==> src/hw/rtl/gek_pkg.sv <==
// ----------------------------------------------------------------------------
// gek_pkg
// Shared constants, types and the arctangent table of the edge detector.
// ----------------------------------------------------------------------------
package gek_pkg;

  localparam int MAX_WIDTH_DEF = 1024;
  localparam int MAX_HEIGHT    = 4096;
  localparam int CORDIC_STEPS  = 20;

  localparam logic [10:0] WIDTH_RESET  = 11'd1024;
  localparam logic [12:0] HEIGHT_RESET = 13'd768;

  localparam logic [1:0] REG_FRAME_WIDTH  = 2'd0;
  localparam logic [1:0] REG_FRAME_HEIGHT = 2'd1;

  localparam logic CMD_PIXEL = 1'b0;
  localparam logic CMD_FLUSH = 1'b1;

  typedef struct packed {
    logic signed [10:0] gx;
    logic signed [10:0] gy;
  } grad_t;

  // atan(2^-i) in units of pi/32768, 8 fraction bits
  function automatic logic signed [25:0] cordic_angle(input logic [4:0] idx);
    logic signed [25:0] a;
    case (idx)
      5'd0:  a = 26'sd2097152;
      5'd1:  a = 26'sd1238021;
      5'd2:  a = 26'sd654136;
      5'd3:  a = 26'sd332050;
      5'd4:  a = 26'sd166669;
      5'd5:  a = 26'sd83416;
      5'd6:  a = 26'sd41718;
      5'd7:  a = 26'sd20860;
      5'd8:  a = 26'sd10430;
      5'd9:  a = 26'sd5215;
      5'd10: a = 26'sd2608;
      5'd11: a = 26'sd1304;
      5'd12: a = 26'sd652;
      5'd13: a = 26'sd326;
      5'd14: a = 26'sd163;
      5'd15: a = 26'sd81;
      5'd16: a = 26'sd41;
      5'd17: a = 26'sd20;
      5'd18: a = 26'sd10;
      5'd19: a = 26'sd5;
      default: a = 26'sd0;
    endcase
    return a;
  endfunction

endpackage

==> src/hw/rtl/gek_cordic.sv <==
// ----------------------------------------------------------------------------
// gek_cordic
// Gradient direction as a binary angle, vectoring CORDIC, one step a cycle.
// ----------------------------------------------------------------------------
module gek_cordic (
  input  logic               clk,
  input  logic               rst,
  input  logic               start,
  input  gek_pkg::grad_t     grad,
  output logic               busy,
  output logic signed [15:0] dir
);

  typedef enum logic [1:0] {K_IDLE, K_RUN, K_FIN} k_state_t;

  k_state_t           state;
  logic signed [31:0] x, y, xe, ye, xs, ys;
  logic signed [25:0] z, zr;
  logic [4:0]         step;

  assign xe   = {{21{grad.gx[10]}}, grad.gx};
  assign ye   = {{21{grad.gy[10]}}, grad.gy};
  assign xs   = x >>> step;
  assign ys   = y >>> step;
  assign zr   = z + 26'sd128;
  assign busy = state != K_IDLE;

  always_ff @(posedge clk) begin
    if (rst) begin
      state <= K_IDLE;
    end else begin
      case (state)
        K_IDLE: begin
          if (start) begin
            step <= '0;
            if (ye == 0) begin
              dir <= (xe < 0) ? -16'sd32768 : 16'sd0;
            end else if (xe == 0) begin
              dir <= (ye > 0) ? 16'sd16384 : -16'sd16384;
            end else begin
              state <= K_RUN;
              if (xe < 0 && ye > 0) begin
                x <= ye <<< 16;
                y <= (-xe) <<< 16;
                z <= 26'sd4194304;
              end else if (xe < 0) begin
                x <= (-ye) <<< 16;
                y <= xe <<< 16;
                z <= -26'sd4194304;
              end else begin
                x <= xe <<< 16;
                y <= ye <<< 16;
                z <= '0;
              end
            end
          end
        end
        K_RUN: begin
          if (y >= 0) begin
            x <= x + ys;
            y <= y - xs;
            z <= z + gek_pkg::cordic_angle(step);
          end else begin
            x <= x - ys;
            y <= y + xs;
            z <= z - gek_pkg::cordic_angle(step);
          end
          step <= step + 5'd1;
          if (step == 5'(gek_pkg::CORDIC_STEPS - 1)) state <= K_FIN;
        end
        K_FIN: begin
          dir   <= zr[23:8];
          state <= K_IDLE;
        end
        default: state <= K_IDLE;
      endcase
    end
  end

endmodule

==> config.mk <==
export PLATFORM = sky130hd
export DESIGN_NAME = gek_cordic
export DESIGN_NICKNAME = d
export VERILOG_FILES = /design/src/hw/rtl/gek_pkg.sv /design/src/hw/rtl/gek_cordic.sv
export SDC_FILE = /design/constraint.sdc
export NUM_CORES = 1
export LEC_CHECK = 0
export BUFFER_PORTS_ARGS = -buffer_cell sky130_fd_sc_hd__buf_4
export CAP_MARGIN = 20
export CORE_UTILIZATION = 45
export CTS_CLUSTER_SIZE = 25
export DETAILED_ROUTE_END_ITERATION = 16
export SYNTH_ARGS = -nofsm -noshare
export SYNTH_HDL_FRONTEND = slang
export SYNTH_SLANG_ARGS = --single-unit
==> constraint.sdc <==
create_clock -name clk -period 6.6 [get_ports clk]
set_input_delay 0.33 -clock clk [delete_from_list [all_inputs] [get_ports clk]]
set_output_delay 0.33 -clock clk [all_outputs]
set_load 0.01 [all_outputs]
# Yosys cells after proc, flatten, opt, wreduce, memory -nomap -nowiden
# Memories as Yosys holds them, arrays and structs flattened. A register that Yosys moved wholly into a read port is not among the register bits.
# Cells that the tools add are included.
# totals
ff_bits,113
latchBits,0
mem_bits_rw,0
mem_bits_ro,1408
inputBits,25
out_inout_bits,17
word_cells,85
mem_count,2
# mem_list
name,depth,width,rd,rd_clocked_by_memory_dff,wr,line_no,source
(no name shown),32,22,1,1,0,gek_pkg.sv:28,case (idx)
(no name shown),32,22,1,1,0,gek_pkg.sv:28,
# classes
n_addsub,10
multipliers,0
div,0
magnitude_cmp,3
eq_ne,8
n_shift,2
mux,42
bitwise_logic,1
n_reduce_logical,11
# ops
op,n
$mux 32,12
$mux 26,12
$pmux 32 s2,2
$mux 16,5
$add 32x32->32,2
$logic_not 32->1,2
$sshr 32x5->32,2
$sub 32x32->32,2
$pmux 26 s2,1
$ge 32x1->1 const B,1
$neg 11->16,2
$pmux 16 s2,1
$add 26x26->26,1
$sub 26x26->26,1
$add 24x9->24 const B,1
$mux 5,3
$gt 11x1->1 const B,1
$lt 11x1->1 const B,1
$pmux 5 s2,1
$mux 2,4
$ne 2x2->1 const B,4
$reduce_and 4->1,2
$reduce_bool 2->1,3
$add 5x1->5 const B,1
other kinds (10),10

# Longest topological paths before layout
# logic_depth
ltp_word,7
depth_mapped,32
ltp_nobuf,26

# Least setup slack after synthesis
# No wires, ideal clock.
# synth_path
path_kind,input port to flip-flop
start,input port grad[11] (netlist bit)
end,register x[0] (enable)
setup_time_ns,0.563
arrival_ns,5.285
required_ns,6.037
path_slack_ns,0.752
cell_stages,7
path_buffers,0
cell_sequence,inv_1 ha_1 nand3_1 or3_1 nor3_1 a21o_1 a21oi_1
# synth_between
elab_chain_cells,3
# synth_rtl
item,line_no,source
start: declaration,gek_cordic.sv:9,"input gek_pkg::grad_t grad,"
$logic_not 32->1,gek_cordic.sv:38,end else if (xe == 0) begin
$ne 2x2->1 (no source line),-,
$reduce_and 5->1 (no source line),-,
end signal: assignment,gek_cordic.sv:43,x <= ye <<< 16;
end signal: assignment,gek_cordic.sv:47,x <= (-ye) <<< 16;
end signal: assignment,gek_cordic.sv:51,x <= xe <<< 16;
end: declaration,gek_cordic.sv:17,"logic signed [31:0] x, y, xe, ye, xs, ys;"
# Every way passes these cells.
# A chain may end at the register's enable or synchronous reset.

# Worst setup path in the final report
# layout_path
start,register step[1]
end,"register y[31], data pin"
# layout_between
elab_chain_cells,4
word_cells_on_any_way,5
classes_between,add/sub (2); shift (1); mux (2)
# layout_rtl
item,line_no,source
start: declaration,gek_cordic.sv:19,logic [4:0] step;
start signal: assignment,gek_cordic.sv:68,step <= step + 5'd1;
$sshr 32x5->32 *,gek_cordic.sv:23,assign xs = x >>> step;
$add 32x32->32 or $sub 32x32->32 (tied branches),"gek_cordic.sv:65, gek_cordic.sv:61",
$mux 32 *,gek_cordic.sv:59,if (y >= 0) begin
$pmux 32 s2 *,gek_cordic.sv:32,case (state)
end signal: assignment,gek_cordic.sv:44,y <= (-xe) <<< 16;
end signal: assignment,gek_cordic.sv:61,y <= y - xs;
end signal: assignment,gek_cordic.sv:65,y <= y + xs;
end: declaration,gek_cordic.sv:17,
# Mark *: on every way between the ends. The rest lies on a longest branch, timed or not.

==> results.toml <==
[run_status]
outcome = "finished clean"

[sta]
finalSetupViolCount = 0
fmax_ghz = 0.159
final-hold-violation-count = 0
finClkSkew_ns = 0.0237
tightest_slew_ns = 1.07
fin_tns_setup_ns = 0
fin_crit_sh_pct = 95.1
final-max-slew-violation-count = 0
max_slew_margin_pct = 28.0
rsz0062_at_grt = "false"
setup_slack_ns = 0.320
fin_crit_ns = 6.28

[global_route]
grt_overflow_total = 0
track_usage_pct = 31.7
grt_max_degree = 70
grt_pass1_vias = 14970
antenna_found_initial = 1
grt_pass1_wl_um = 88400

[logic_synthesis]
synth_top_family_by_area = "compound AO/OA/AOI/OAI gates"
yosys_most_used_dff = "edfxtp_1"
syn_nets = 2011
synth_cell_types = 87
synth_compound_area_share_pct = 21.8
syn_avg_cell_area_um2 = 8.62
synth-edff-count = 109
synthesis.area_mm2 = 0.0162
synth_cells = 1882
synthSimpleGateAreaFrac_pct = 18.2
synth_xor_area_share_pct = 9.23
synthAdderAreaFrac_pct = 8.16
async_flop_share_pct = 0
ys_seq_elements = 133
synth-seq-area-share_pct = 23.1
synthMuxAreaShare_pct = 14.8
yosys_warnings = 0

[power]
power_frac_comb_pct = 54.5
p_sw_mw = 2.13
swShare_pct = 44.1
power.total_mw = 4.83
p_clk_share_pct = 20.7
p_int_mw = 2.70
vdd_ir_drop_max_v = 0.000199
power_density_mw_per_mm2 = 266
power_frac_seq_pct = 24.9
p_leak_nw = 7.14

[cells_and_area]
area_growth_pct = 11.9
fillCellCount = 3368
drive_gt1_share_pct = 16.2
final_nets = 2069
fin_cells = 2415
final_util_pct = 51.1

[floorplanning]
chipWidth_um = 192
boundaryPins = 42
die_area_mm2 = 0.0368
start_util_pct = 45.7
rows = 69
core_mm2 = 0.0355
fp.dieH_um = 192

[route]
drt-initial-drc-count = 1543
ant_nets = 0
drc = 0
first_pass_iters = 5
wl_um = 58600
wl_per_cell_um = 24.3
dr_total_vias = 15687
vias_per_cell = 6.50

[worst_setup_path]
arrival_ns = 6.46
startpoint_type = "flop"
end_kind = "flop"
required_ns = 6.78
path_max_fanout = 22
crit_type = "flop to flop"

[clocking]
numCtsBuffers = 17
htreeDepth = 4
cts.sinks = 133
root_buffer = "clkbuf_16"
tritoncts = "built"
insertion_delay_ns = 0.46
cts_buffer_depth = 2
path_clk_slew_ns = 0.07

[min_path]
hold_class = "primary input to flop"

[place]
dp_hpwl_um = 44300
routabilityCongestion = 1.00
pre_cts_slack_ns = 0.169
placedCellCount = 2373
numPortBuffers = 41

[job]
cap_viol_max_count = 0
[synthesized netlist by cell type, types with 12 or more instances]
master / instances / area, um2
or3_1: 18 / 113
edfxtp_1: 109 / 3270
o21a_1: 12 / 90.1
nand4_1: 12 / 75.1
o21ai_0: 133 / 666
o211ai_1: 27 / 203
dfxtp_1: 24 / 480
xnor2_1: 98 / 858
nor4_1: 17 / 106
nor2_1: 189 / 709
buf_2: 16 / 80.1
o31ai_1: 24 / 180
mux2_2: 41 / 462
a21oi_1: 116 / 581
nor3_1: 41 / 205
inv_1: 44 / 165
nand2_1: 184 / 691
mux4_2: 53 / 1190
xor2_1: 73 / 639
nand2b_1: 27 / 169
clkbuf_1: 53 / 199
mux2i_1: 58 / 581
o22ai_1: 18 / 113
a31oi_1: 13 / 81.3
a21o_1: 43 / 323
nand3_1: 33 / 165
nor2b_1: 14 / 87.6
and3_1: 15 / 93.8
or2_2: 17 / 106
and2_1: 17 / 106
ha_1: 101 / 1260
buf_1: 16 / 60.1
a211oi_1: 18 / 135
[metrics by stage]
stage / hold slack, ns / area (um2)
finish: 0.0815 / 18100
global route: 0.0777 / 18100
CTS: 0.0626 / 18000
detailed placement: 0.536 / 17400
global placement: 0.536 / 17400
floorplan: 0.407 / 16200
[final timing paths]
| kind | from | end | slack [ns] | cells after the start |
|---|---|---|---|---|
| setup / recovery | step[1] | y[31] | 0.32 | 27 |
| hold / removal | rst | state[0] | 0.08 | 2 |
| setup reg to reg | step[1] | y[31] | 0.32 | 27 |
| hold reg to reg | state[1] | state[0] | 0.60 | 1 |
[placed cells by master, fill, tap and decap left out, types with 18 or more instances in the layout]
master,n
nor2_1,189
nand2_1,184
buf_4,133
o21ai_0,131
a21oi_1,115
edfxtp_1,109
ha_1,100
xnor2_1,98
xor2_1,73
mux2i_1,58
mux4_2,53
inv_1,44
a21o_1,43
mux2_2,41
nor3_1,40
nand3_1,33
o211ai_1,27
nand2b_1,26
o31ai_1,24
dfxtp_1,24
clkbuf_16,21
or3_1,18
a211oi_1,18
[cell families after synthesis]
logic type	after synthesis
AND/OR/NAND/NOR	624
AO/OA/AOI/OAI	538
XOR/XNOR	171
multiplexers	159
buffers and inverters	153
flip-flops	133
adder cells (fa/ha/maj)	104
[area by class of cell]
class                           instances  area (um2)  area share [%]
Multi-Input combinational cell       1596       11800            64.9
Sequential cell                       133        3750            20.7
Timing Repair Buffer                  146        1290            7.09
Tap cell                              461         577            3.18
Clock buffer                           17         425            2.34
Inverter                               46         173           0.952
Clock inverter                         15         159           0.876
Antenna cell                            1        2.50          0.0138
[what timing repair did]
action / in CTS / in global routing
hold buffers: 0 / 0
resized for setup: 0 / 11
setup endpoints to repair: 0 / 5
buffers inserted: 0 / 5
[routing by layer]
metal | vias to the layer above | global-route usage (%) | share of wire, %
li1 | 7229 | - | -
met1 | 7641 | 39.6 | 41
met2 | 668 | 52.7 | 48
met3 | 149 | 6.21 | 7.1
met4 | 0 | 13.9 | 4.4
met5 | - | 0 | 0
[power by group through the flow]
| stage | clock network (mW) | logic, mW | registers, mW |
|---|---|---|---|
| floorplan | 0 | 1.91 | 1.14 |
| global placement | 0 | 2.53 | 1.21 |
| detailed placement | 0 | 2.56 | 1.21 |
| CTS | 1.01 | 2.58 | 1.19 |
| global route | 1.05 | 2.89 | 1.21 |
| finish | 0.998 | 2.63 | 1.20 |
[critical path: stages (launching register included)]
cell and delay, ns:
edfxtp_1 0.40, buf_12 0.19, buf_12 0.20, mux4_2 0.51, mux2i_1 0.57, a21oi_1 0.20
nand2_1 0.14, nand4bb_1 0.12, nand2b_1 0.24, or3_4 0.40, nor3_4 0.22, o211ai_2 0.13
or3_4 0.44, o21ai_1 0.18, xnor2_1 0.15, ha_1 0.26, and3_1 0.20, a31oi_1 0.17
o21ai_1 0.12, a21o_1 0.20, a21oi_1 0.17, nor2_1 0.07, a21oi_1 0.11, o31ai_1 0.10
nor4_1 0.19, nor3_1 0.11, xor2_1 0.15, o21ai_1 0.07
(Power assumes the default switching activity.)
