[src/hw/rtl/gek_pkg.sv]
// ----------------------------------------------------------------------------
// gek_pkg
// Shared constants, types and the arctangent table of the edge detector.
// ----------------------------------------------------------------------------
package gek_pkg;

  localparam int MAX_WIDTH_DEF = 1024;
  localparam int MAX_HEIGHT    = 4096;
  localparam int CORDIC_STEPS  = 20;

  localparam logic [10:0] WIDTH_RESET  = 11'd1024;
  localparam logic [12:0] HEIGHT_RESET = 13'd768;

  localparam logic [1:0] REG_FRAME_WIDTH  = 2'd0;
  localparam logic [1:0] REG_FRAME_HEIGHT = 2'd1;

  localparam logic CMD_PIXEL = 1'b0;
  localparam logic CMD_FLUSH = 1'b1;

  typedef struct packed {
    logic signed [10:0] gx;
    logic signed [10:0] gy;
  } grad_t;

  // atan(2^-i) in units of pi/32768, 8 fraction bits
  function automatic logic signed [25:0] cordic_angle(input logic [4:0] idx);
    logic signed [25:0] a;
    case (idx)
      5'd0:  a = 26'sd2097152;
      5'd1:  a = 26'sd1238021;
      5'd2:  a = 26'sd654136;
      5'd3:  a = 26'sd332050;
      5'd4:  a = 26'sd166669;
      5'd5:  a = 26'sd83416;
      5'd6:  a = 26'sd41718;
      5'd7:  a = 26'sd20860;
      5'd8:  a = 26'sd10430;
      5'd9:  a = 26'sd5215;
      5'd10: a = 26'sd2608;
      5'd11: a = 26'sd1304;
      5'd12: a = 26'sd652;
      5'd13: a = 26'sd326;
      5'd14: a = 26'sd163;
      5'd15: a = 26'sd81;
      5'd16: a = 26'sd41;
      5'd17: a = 26'sd20;
      5'd18: a = 26'sd10;
      5'd19: a = 26'sd5;
      default: a = 26'sd0;
    endcase
    return a;
  endfunction

endpackage

[src/hw/rtl/gek_sqrt.sv]
// ----------------------------------------------------------------------------
// gek_sqrt
// Gradient magnitude: squares, then digit-by-digit root with rounding.
// ----------------------------------------------------------------------------
module gek_sqrt (
  input  logic          clk,
  input  logic          rst,
  input  logic          start,
  input  gek_pkg::grad_t grad,
  output logic          busy,
  output logic [10:0]   mag
);

  typedef enum logic [1:0] {Q_IDLE, Q_SUM, Q_ITER, Q_RND} q_state_t;

  q_state_t           state;
  logic [20:0]        sqx, sqy;
  logic [21:0]        op, res, one;
  logic [21:0]        trial;
  logic signed [21:0] px, py;

  assign px    = grad.gx * grad.gx;
  assign py    = grad.gy * grad.gy;
  assign trial = res + one;
  assign busy  = state != Q_IDLE;

  always_ff @(posedge clk) begin
    if (rst) begin
      state <= Q_IDLE;
    end else begin
      case (state)
        Q_IDLE: begin
          if (start) begin
            sqx   <= px[20:0];
            sqy   <= py[20:0];
            state <= Q_SUM;
          end
        end
        Q_SUM: begin
          op    <= {1'b0, sqx} + {1'b0, sqy};
          res   <= '0;
          one   <= 22'd1 << 20;
          state <= Q_ITER;
        end
        Q_ITER: begin
          if (op >= trial) begin
            op  <= op - trial;
            res <= (res >> 1) + one;
          end else begin
            res <= res >> 1;
          end
          one <= one >> 2;
          if (one == 22'd1) state <= Q_RND;
        end
        Q_RND: begin
          mag   <= (op > res) ? res[10:0] + 11'd1 : res[10:0];
          state <= Q_IDLE;
        end
        default: state <= Q_IDLE;
      endcase
    end
  end

endmodule

[config.mk]
export PLATFORM = sky130hd
export DESIGN_NAME = gek_sqrt
export DESIGN_NICKNAME = d
export VERILOG_FILES = /design/src/hw/rtl/gek_pkg.sv /design/src/hw/rtl/gek_sqrt.sv
export SDC_FILE = /design/constraint.sdc
export NUM_CORES = 1
export LEC_CHECK = 0
export ABC_AREA = 1
export BUFFER_PORTS_ARGS = -buffer_cell sky130_fd_sc_hd__buf_4
export CAP_MARGIN = 20
export CORE_MARGIN = 4
export CORE_UTILIZATION = 50
export CTS_CLUSTER_SIZE = 8
export DETAILED_ROUTE_END_ITERATION = 8
export PLACE_DENSITY = 0.68
export REMOVE_ABC_BUFFERS = 1
export SYNTH_ARGS = -nofsm -noshare
export SYNTH_HDL_FRONTEND = slang
export SYNTH_SLANG_ARGS = --single-unit
[constraint.sdc]
create_clock -name clk -period 4.5 [get_ports clk]
set_input_delay 0.225 -clock clk [delete_from_list [all_inputs] [get_ports clk]]
set_output_delay 0.225 -clock clk [all_outputs]
set_load 0.1 [all_outputs]
[Word-level counts from Yosys, hierarchy flattened]
Index checks and enable logic that the tools add are counted.
Word-level totals
  register bits after elaboration: 121
  word-level logic and storage cells: 41
Cells by class
  $mul: 2
  reductions and logical operators: 8
  equality and inequality tests: 7
  muxes and demuxes: 9
  $lt $le $gt $ge: 2
  bitwise logic cells: 1
  add/sub/neg operators: 5
Operators by type and width (count)
  one-hot mux 22 bit (2 select lines): 3
  two-way mux 22 bit: 2
  multiplier 11 x 11 -> 21 bit: 2
  adder 21 x 21 -> 22 bit: 1
  adder 21 x 22 -> 22 bit: 1
  adder 22 bit: 1
  equality test 22 x 1 -> 1 bit (second input constant): 1
  greater-or-equal comparator 22 bit: 1
  greater-than comparator 22 bit: 1
  subtractor 22 bit: 1
  adder 11 x 1 -> 11 bit (second input constant): 1
  two-way mux 11 bit: 1
  one-hot mux 2 bit (4 select lines): 1
  != test 2 bit (second input constant): 3
  AND reduction 2 bit: 3
  AND reduction 3 bit: 2
  equality test 2 bit (second input constant): 2
  two-way mux 2 bit: 2
  nonzero test 2 bit: 2
  equality test 2 x 1 -> 1 bit (second input constant): 1
  zero test 2 bit: 1
  NOT 1 bit: 1

[Depth between registers and ports, before layout]
Gate-level depths: netlist of the first run.
  depth after elaboration: 4
  depth in mapped cells: 23
  depth with buffers taken out: 23

[Worst setup path after synthesis of the first run]
OpenSTA, ideal clock, no wires.
  kind: in2reg
  start point: input grad[10] in the netlist's numbering
  end point: register sqy[20] (data pin)
  data required time: 4.248 ns
  stages: 19
  setup time: 0.252 ns
  data arrival time: 4.413 ns
  buffers on the path: 1
  path slack: -0.166 ns
  path through: clkbuf_1 > nand2_1 > fa_1 > inv_1 > fa_1 > inv_1 > fa_1 > fa_1 > fa_1 > inv_1 > ha_1 > a21oi_1 > nor2_1 > nor3_1 > o21ai_0 > a21oi_1 > inv_1 > nand2_1 > nand2_1
On the way
  cells in the longest elaborated chain, start to end: 1
RTL lines
  start, declared: RTL line gek_sqrt.sv:9  | input gek_pkg::grad_t grad,
  multiplier 11 x 11 -> 21 bit: RTL line gek_sqrt.sv:23  | assign py = grad.gy * grad.gy;
  net py[20]: RTL line gek_sqrt.sv:20  | logic signed [21:0] px, py;
  end signal, assigned: RTL line gek_sqrt.sv:35  | sqy <= py[20:0];
  end, declared: RTL line gek_sqrt.sv:17  | logic [20:0] sqx, sqy;
The timed path passes the listed nets, and every way through them passes these cells.
A chain may end at the register's enable or synchronous reset.

[Worst setup path in the final report of the first run]
  start point: input grad[10] in the netlist's numbering
  end point: register sqy[19] (data pin)
The elaborated chain is that of the path after synthesis.

==> impl_metrics.py, run 1 <==
metrics = {
    "outcome": {
        "status": "finished clean",
    },
    "logic_synthesis": {
        "ys_types": 40,
        "ys_ff_latch": 108,
        "synthMuxAreaShare_pct": 0,
        "yosys_warnings": 0,
        "synth_sequential_area_ratio_pct": 18.4,
        "syn_area_sq_um": 17500,
        "yosys.area.top_type_share_pct": 22.8,
        "synth_simple_gate_area_share_pct": 21.7,
        "syn_inst": 2277,
        "synth_top_family_by_area": "adder cells",
        "synth_fa_ha_area_share_pct": 35.6,
        "yosys.area.top_type": "fa_1",
        "synthXorXnorAreaFrac_pct": 4.41,
        "avgSynthCellArea_sq_um": 7.68,
        "synth_compound_area_share_pct": 7.79,
        "synthTopCellsByArea": "fa_1 23%, edfxtp_1 18%, ha_1 13%",
    },
    "setup_path": {
        "critPathMaxStageDelay_ns": 0.52,
        "worstReg2RegStart": "one[8]",
        "start_kind": "input port",
        "end_kind": "flip-flop",
        "path_max_fanout": 8,
        "critPathRequiredTime_ns": 4.62,
        "cp_slowest_cell": "fa_1",
        "cp-startpoint": "grad[10]",
        "cp.buffers_inverters": 8,
        "crit_family": "adder cells",
        "cpMostUsedCell": "fa_1",
        "crit_chain": "buf_4 -> buf_4 -> inv_1 -> buf_4 -> nor2_1 -> fa_1 -> inv_1 -> fa_1 -> inv_1 -> fa_1 -> fa_1 -> fa_1 -> ha_1 -> buf_4 -> inv_1 -> nor3_1 -> nand3_1 -> nand4_1 -> xor2_1",
        "crit_arrival_ns": 4.41,
        "worstSetupPathType": "input port to flip-flop",
    },
    "routing": {
        "drcViolationCount": 0,
        "firstDrtPassIters": 5,
        "routed_wl_um": 42900,
        "dr.first_iter.drc_count": 928,
        "routedWlPerCell_um": 14.9,
        "num_vias": 15009,
        "via_per_inst": 5.22,
        "drtAntennaViolNets": 0,
    },
    "sta": {
        "tns_ns": 0,
        "finalHoldViolCount": 0,
        "skew_ns": 0.0202,
        "period_share_pct": 95.5,
        "final-setup-viol-count": 0,
        "setup_slack_ns": 0.203,
        "drv_slew": 0,
        "fmax_mhz": 233,
        "min_period_ns": 4.30,
        "slew_headroom_pct": 33.0,
        "tightest_slew_ns": 1.00,
        "rsz0062_at_grt": "no",
    },
    "place": {
        "pre_cts_ws_ns": -0.266,
        "dp.final_hpwl_um": 36200,
        "place_congestion": 0.988,
        "port-buffer-count": 36,
    },
    "cells_and_area": {
        "fillers": 3269,
        "seq_area_sq_um": 3220,
        "fin_nets": 2819,
        "area_growth_syn_to_layout_pct": 12.1,
        "drive_above_1_share_pct": 9.50,
        "final_util_pct": 56.7,
        "multi_input_area_sq_um": 12200,
        "layout.cells.most_common": "nand2_1",
        "diodes": 0,
        "mostFrequentLayoutCells": "551 x nand2_1, 494 x inv_1, 197 x fa_1, 175 x ha_1, 175 x buf_4",
    },
    "cts": {
        "tritoncts": "done",
        "cts-root-buf": "clkbuf_16",
        "clk_latency_ns": 0.37,
        "clock_path_buffers": 2,
        "cts-htree-levels": 3,
        "cts_sinks": 108,
        "cts_buffers": 9,
        "cts.clk_slew.worst_paths_ns": 0.08,
    },
    "floorplan": {
        "start_util_pct": 50.6,
        "io_pins": 37,
        "die_y_um": 195,
        "die-area_sq_um": 38000,
        "rows": 68,
        "core_sq_um": 34500,
        "die_w_um": 195,
    },
    "grt": {
        "grt_pass1_wl_um": 72800,
        "grt_overflow": 0,
        "antenna_found_initial": 0,
        "grt_pass1_vias": 15591,
        "grt_max_degree": 58,
        "grt.total_usage_pct": 22.9,
    },
    "min_path": {
        "hold_start": "rst",
        "hp-class": "input port to flip-flop",
    },
    "job": {
        "max_cap_viol_count": 0,
    },
}
-- stage by stage --
| step | hold slack (ns) | instances | area (sq um) |
|---|---|---|---|
| CTS | 0.183 | 2873 | 19500 |
| global route | 0.217 | 2876 | 19600 |
| detailed placement | 0.553 | 2857 | 19200 |
| floorplan | 0.324 | 2227 | 17200 |
| finish | 0.184 | 2876 | 19600 |
| global placement | 0.527 | 2857 | 19200 |
-- timing repair --
item                                    in CTS  in global routing
gates resized for setup                      0                 18
hold buffers                                 0                  0
endpoints found under the setup margin       0                  7
buffers inserted                             0                  2
-- state kept, by name, summed over array words and instances, names as in the netlist --
name and flops:
one 11, mag 11, res 22, sqx 20
state 2, op 22, sqy 20
-- tightest hold or removal path, stage by stage --
cell     delay, ns
buf_4         0.13
inv_1         0.06
nand2_1       0.06
nor2_1        0.03
-- Yosys cell counts (all sizes together) --
library cell    n
nor2          151
a21boi          5
a211oi          1
and2            2
o21ai          87
nand3         114
ha            179
or2             9
nand2         557
buf            25
fa            199
nand4          31
and3            2
a31oi           5
nor3           15
xor2           61
clkbuf         25
o211ai          3
inv           495
edfxtp        106
a21o            7
nor3b           1
nand3b         18
xnor2          27
a21oi         130
o21a            3
o21bai         12
nor4            4
dfxtp           2
o221ai          1
-- layer usage --
metal	share of wire (%)	up-vias	global-route usage [%]
met4	3.6	0	8.84
met3	3.1	98	1.76
met2	52	335	42.2
met1	41	7170	28.0
met5	0	-	0
li1	-	7406	-
-- cells by family after synthesis --
group	after synthesis
buffers and inverters	545
AOI/OAI and AO/OA	254
DFF	108
and+or+nand+nor	904
xor gates and xnor gates	88
adders and majority gates	378
-- worst paths after layout --
kind	to	slack, ns	cells after the start
worst min register to register	state[0]	0.56	2
worst max-delay path	sqy[19]	0.20	19
worst min-delay path	state[1]	0.18	4
worst max register to register	op[9]	0.40	17
-- layout make-up --
| type | count | area share, % |
|---|---|---|
| Clock inverter | 7 | 0.536 |
| Tap cell | 455 | 2.91 |
| Multi-Input combinational cell | 1624 | 62.5 |
| Sequential cell | 108 | 16.4 |
| Timing Repair Buffer | 178 | 7.01 |
| Inverter | 495 | 9.48 |
| Clock buffer | 9 | 1.15 |
Power of run 1 is not shown: default switching activity piles up to over one toggle a cycle in this logic, so the estimate is an artifact.
==> run 2, diff against run 1 <==
--- a/config.mk
+++ b/config.mk
@@ -7,10 +7,9 @@
 export LEC_CHECK = 0
 export ABC_AREA = 1
-export BUFFER_PORTS_ARGS = -buffer_cell sky130_fd_sc_hd__buf_4
-export CAP_MARGIN = 20
 export CORE_MARGIN = 4
 export CORE_UTILIZATION = 50
 export CTS_CLUSTER_SIZE = 8
 export DETAILED_ROUTE_END_ITERATION = 8
+export DONT_BUFFER_PORTS = 1
 export PLACE_DENSITY = 0.68
 export REMOVE_ABC_BUFFERS = 1
==> constraint.sdc (replaced) <==
create_clock -name clk -period 4.5 [get_ports clk]
set_input_delay 0.225 -clock clk [delete_from_list [all_inputs] [get_ports clk]]
set_output_delay 0.225 -clock clk [all_outputs]
set_load 0.005 [all_outputs]
==> impl_metrics.py, run 2 (synthesis results as in run 1) <==
metrics = {
    "outcome": {
        "status": "finished clean",
    },
    "routing": {
        "met1_length_um": 16900,
        "num_vias": 14421,
        "firstDrtPassIters": 5,
        "drtAntennaViolNets": 0,
        "highest_layer": "met4",
        "routed_wl_um": 42000,
        "dr.first_iter.drc_count": 826,
        "route.met3.wl_um": 1430,
        "via_per_inst": 5.26,
        "drcViolationCount": 0,
        "routedWlPerCell_um": 15.3,
        "met2WireLength_um": 21800,
    },
    "power_and_ir_drop": {
        "combPwrFrac_pct": 79.5,
        "totalPowerFinal_w": 0.0150,
        "vdd_ir_drop_max_v": 0.000453,
        "switching_share_pct": 53.5,
        "switchingPower_w": 0.00801,
        "p_per_area_nw_per_um2": 812,
        "p_int_w": 0.00696,
        "leakagePower_nw": 9.73,
        "clockPowerShare_pct": 5.4,
        "pwr-share-seq_pct": 15.1,
    },
    "sta": {
        "min_period_ns": 4.25,
        "finalHoldViolCount": 0,
        "rsz0062_at_grt": "no",
        "period_share_pct": 94.5,
        "skew_ns": 0.0132,
        "fmax_mhz": 235,
        "drv_slew": 0,
        "tightest_slew_ns": 1.11,
        "slew_headroom_pct": 25.8,
        "final-setup-viol-count": 0,
    },
    "setup_path": {
        "crit_arrival_ns": 4.38,
        "end_kind": "flip-flop",
        "critPathRequiredTime_ns": 4.62,
        "start_kind": "input port",
        "path_max_fanout": 13,
        "worstSetupPathType": "input port to flip-flop",
    },
    "grt": {
        "antenna_found_initial": 0,
        "grt.total_usage_pct": 22.2,
        "grt_max_degree": 58,
        "grt_pass1_vias": 14857,
        "grt_pass1_wl_um": 70000,
        "grt_overflow": 0,
    },
    "cts": {
        "cts_buffers": 9,
        "postCtsSetupBuffers": 0,
        "cts-htree-levels": 3,
        "cts_sinks": 108,
        "tritoncts": "done",
        "clk_latency_ns": 0.37,
        "cts.clk_slew.worst_paths_ns": 0.08,
        "cts-root-buf": "clkbuf_16",
        "cts_resized": 0,
        "clock_path_buffers": 2,
    },
    "floorplan": {
        "start_util_pct": 50.6,
        "rows": 68,
        "core_sq_um": 34500,
        "die-area_sq_um": 38000,
        "die_w_um": 195,
        "die_y_um": 195,
        "io_pins": 37,
    },
    "cells_and_area": {
        "area_growth_syn_to_layout_pct": 5.44,
        "final_util_pct": 53.4,
        "fillers": 3366,
        "largestRegisters": "op (22), res (22)",
        "drive_above_1_share_pct": 3.37,
        "mostFrequentLayoutCells": "552 x nand2_1, 495 x inv_1, 199 x fa_1, 178 x ha_1, 146 x nor2_1",
        "diodes": 0,
        "fin_nets": 2683,
        "layout.cells.most_common": "nand2_1",
    },
    "min_path": {
        "hp-class": "input port to flip-flop",
    },
    "place": {
        "port-buffer-count": 0,
        "dp.final_hpwl_um": 35200,
        "place_congestion": 0.938,
    },
    "job": {
        "max_cap_viol_count": 0,
    },
}
## run 2: area by class of cell
type                       count  area [sq um]  area share, %
clock inverter                 7          56.3          0.305
tap                          455           569           3.09
multi-input combinational   1624         12200           66.0
sequential                   108          3220           17.5
clock buffer                   9           225           1.22
inverter                     495          1860           10.1
timing repair buffer          42           335           1.82
## run 2: path summary, 6_finish.rpt
| path | start | endpoint | slack (ns) | cells after the start |
|---|---|---|---|---|
| max | grad[2] | sqy[20] | 0.25 | 18 |
| min | grad[11] | sqx[2] | 0.04 | 1 |
| max reg2reg | one[2] | op[15] | 0.49 | 18 |
| min reg2reg | state[0] | state[0] | 0.55 | 2 |
## run 2: power by group through the flow
stage | Sequential, W | Clock [W] | Combinational, W
4_1_cts | 0.00226 | 0.000827 | 0.0119
2_1_floorplan | 0.00218 | 0 | 0.00873
5_1_grt | 0.00229 | 0.000870 | 0.0136
3_3_place_gp | 0.00228 | 0 | 0.0116
6_report | 0.00226 | 0.000809 | 0.0119
3_5_place_dp | 0.00228 | 0 | 0.0118
## run 2: stage by stage
step / hold slack, ns / setup slack, ns / std cells / setup TNS (ns) / cell area (sq um)
final: 0.0449 / 0.245 / 2740 / 0 / 18400
after global routing: 0.0278 / 0.00505 / 2740 / 0 / 18400
after CTS: 0.0282 / 0.249 / 2740 / 0 / 18400
after detailed placement: 0.326 / -0.115 / 2721 / -0.243 / 18100
after global placement: 0.326 / -0.00396 / 2721 / -0.00396 / 18100
after floorplan: 0.324 / -0.0225 / 2227 / -0.496 / 17200
## run 2: per-layer routing
metal / track usage [%] / vias to the layer above
met5: 0 / -
met1: 25.8 / 6866
met4: 9.36 / 0
li1: - / 7126
met3: 2.05 / 104
met2: 41.6 / 325
## run 2: critical path: stages
cell and delay, ns:
nand2_1 0.08, fa_1 0.70, inv_1 0.13, fa_1 0.50, inv_1 0.06, fa_1 0.55, fa_1 0.42, fa_1 0.49
inv_1 0.04, ha_1 0.29, a21oi_1 0.18, nor2_1 0.05, nor3_1 0.16, o21ai_0 0.13, a21oi_1 0.19, inv_1 0.06
nand2_1 0.06, nand2_1 0.05
## run 2: timing repair
action	4_1_cts	5_1_grt
setup endpoints to repair	0	0
hold buffers	3	0
endpoints found under the hold margin	3	0
Power figures use the tool's default switching activity.
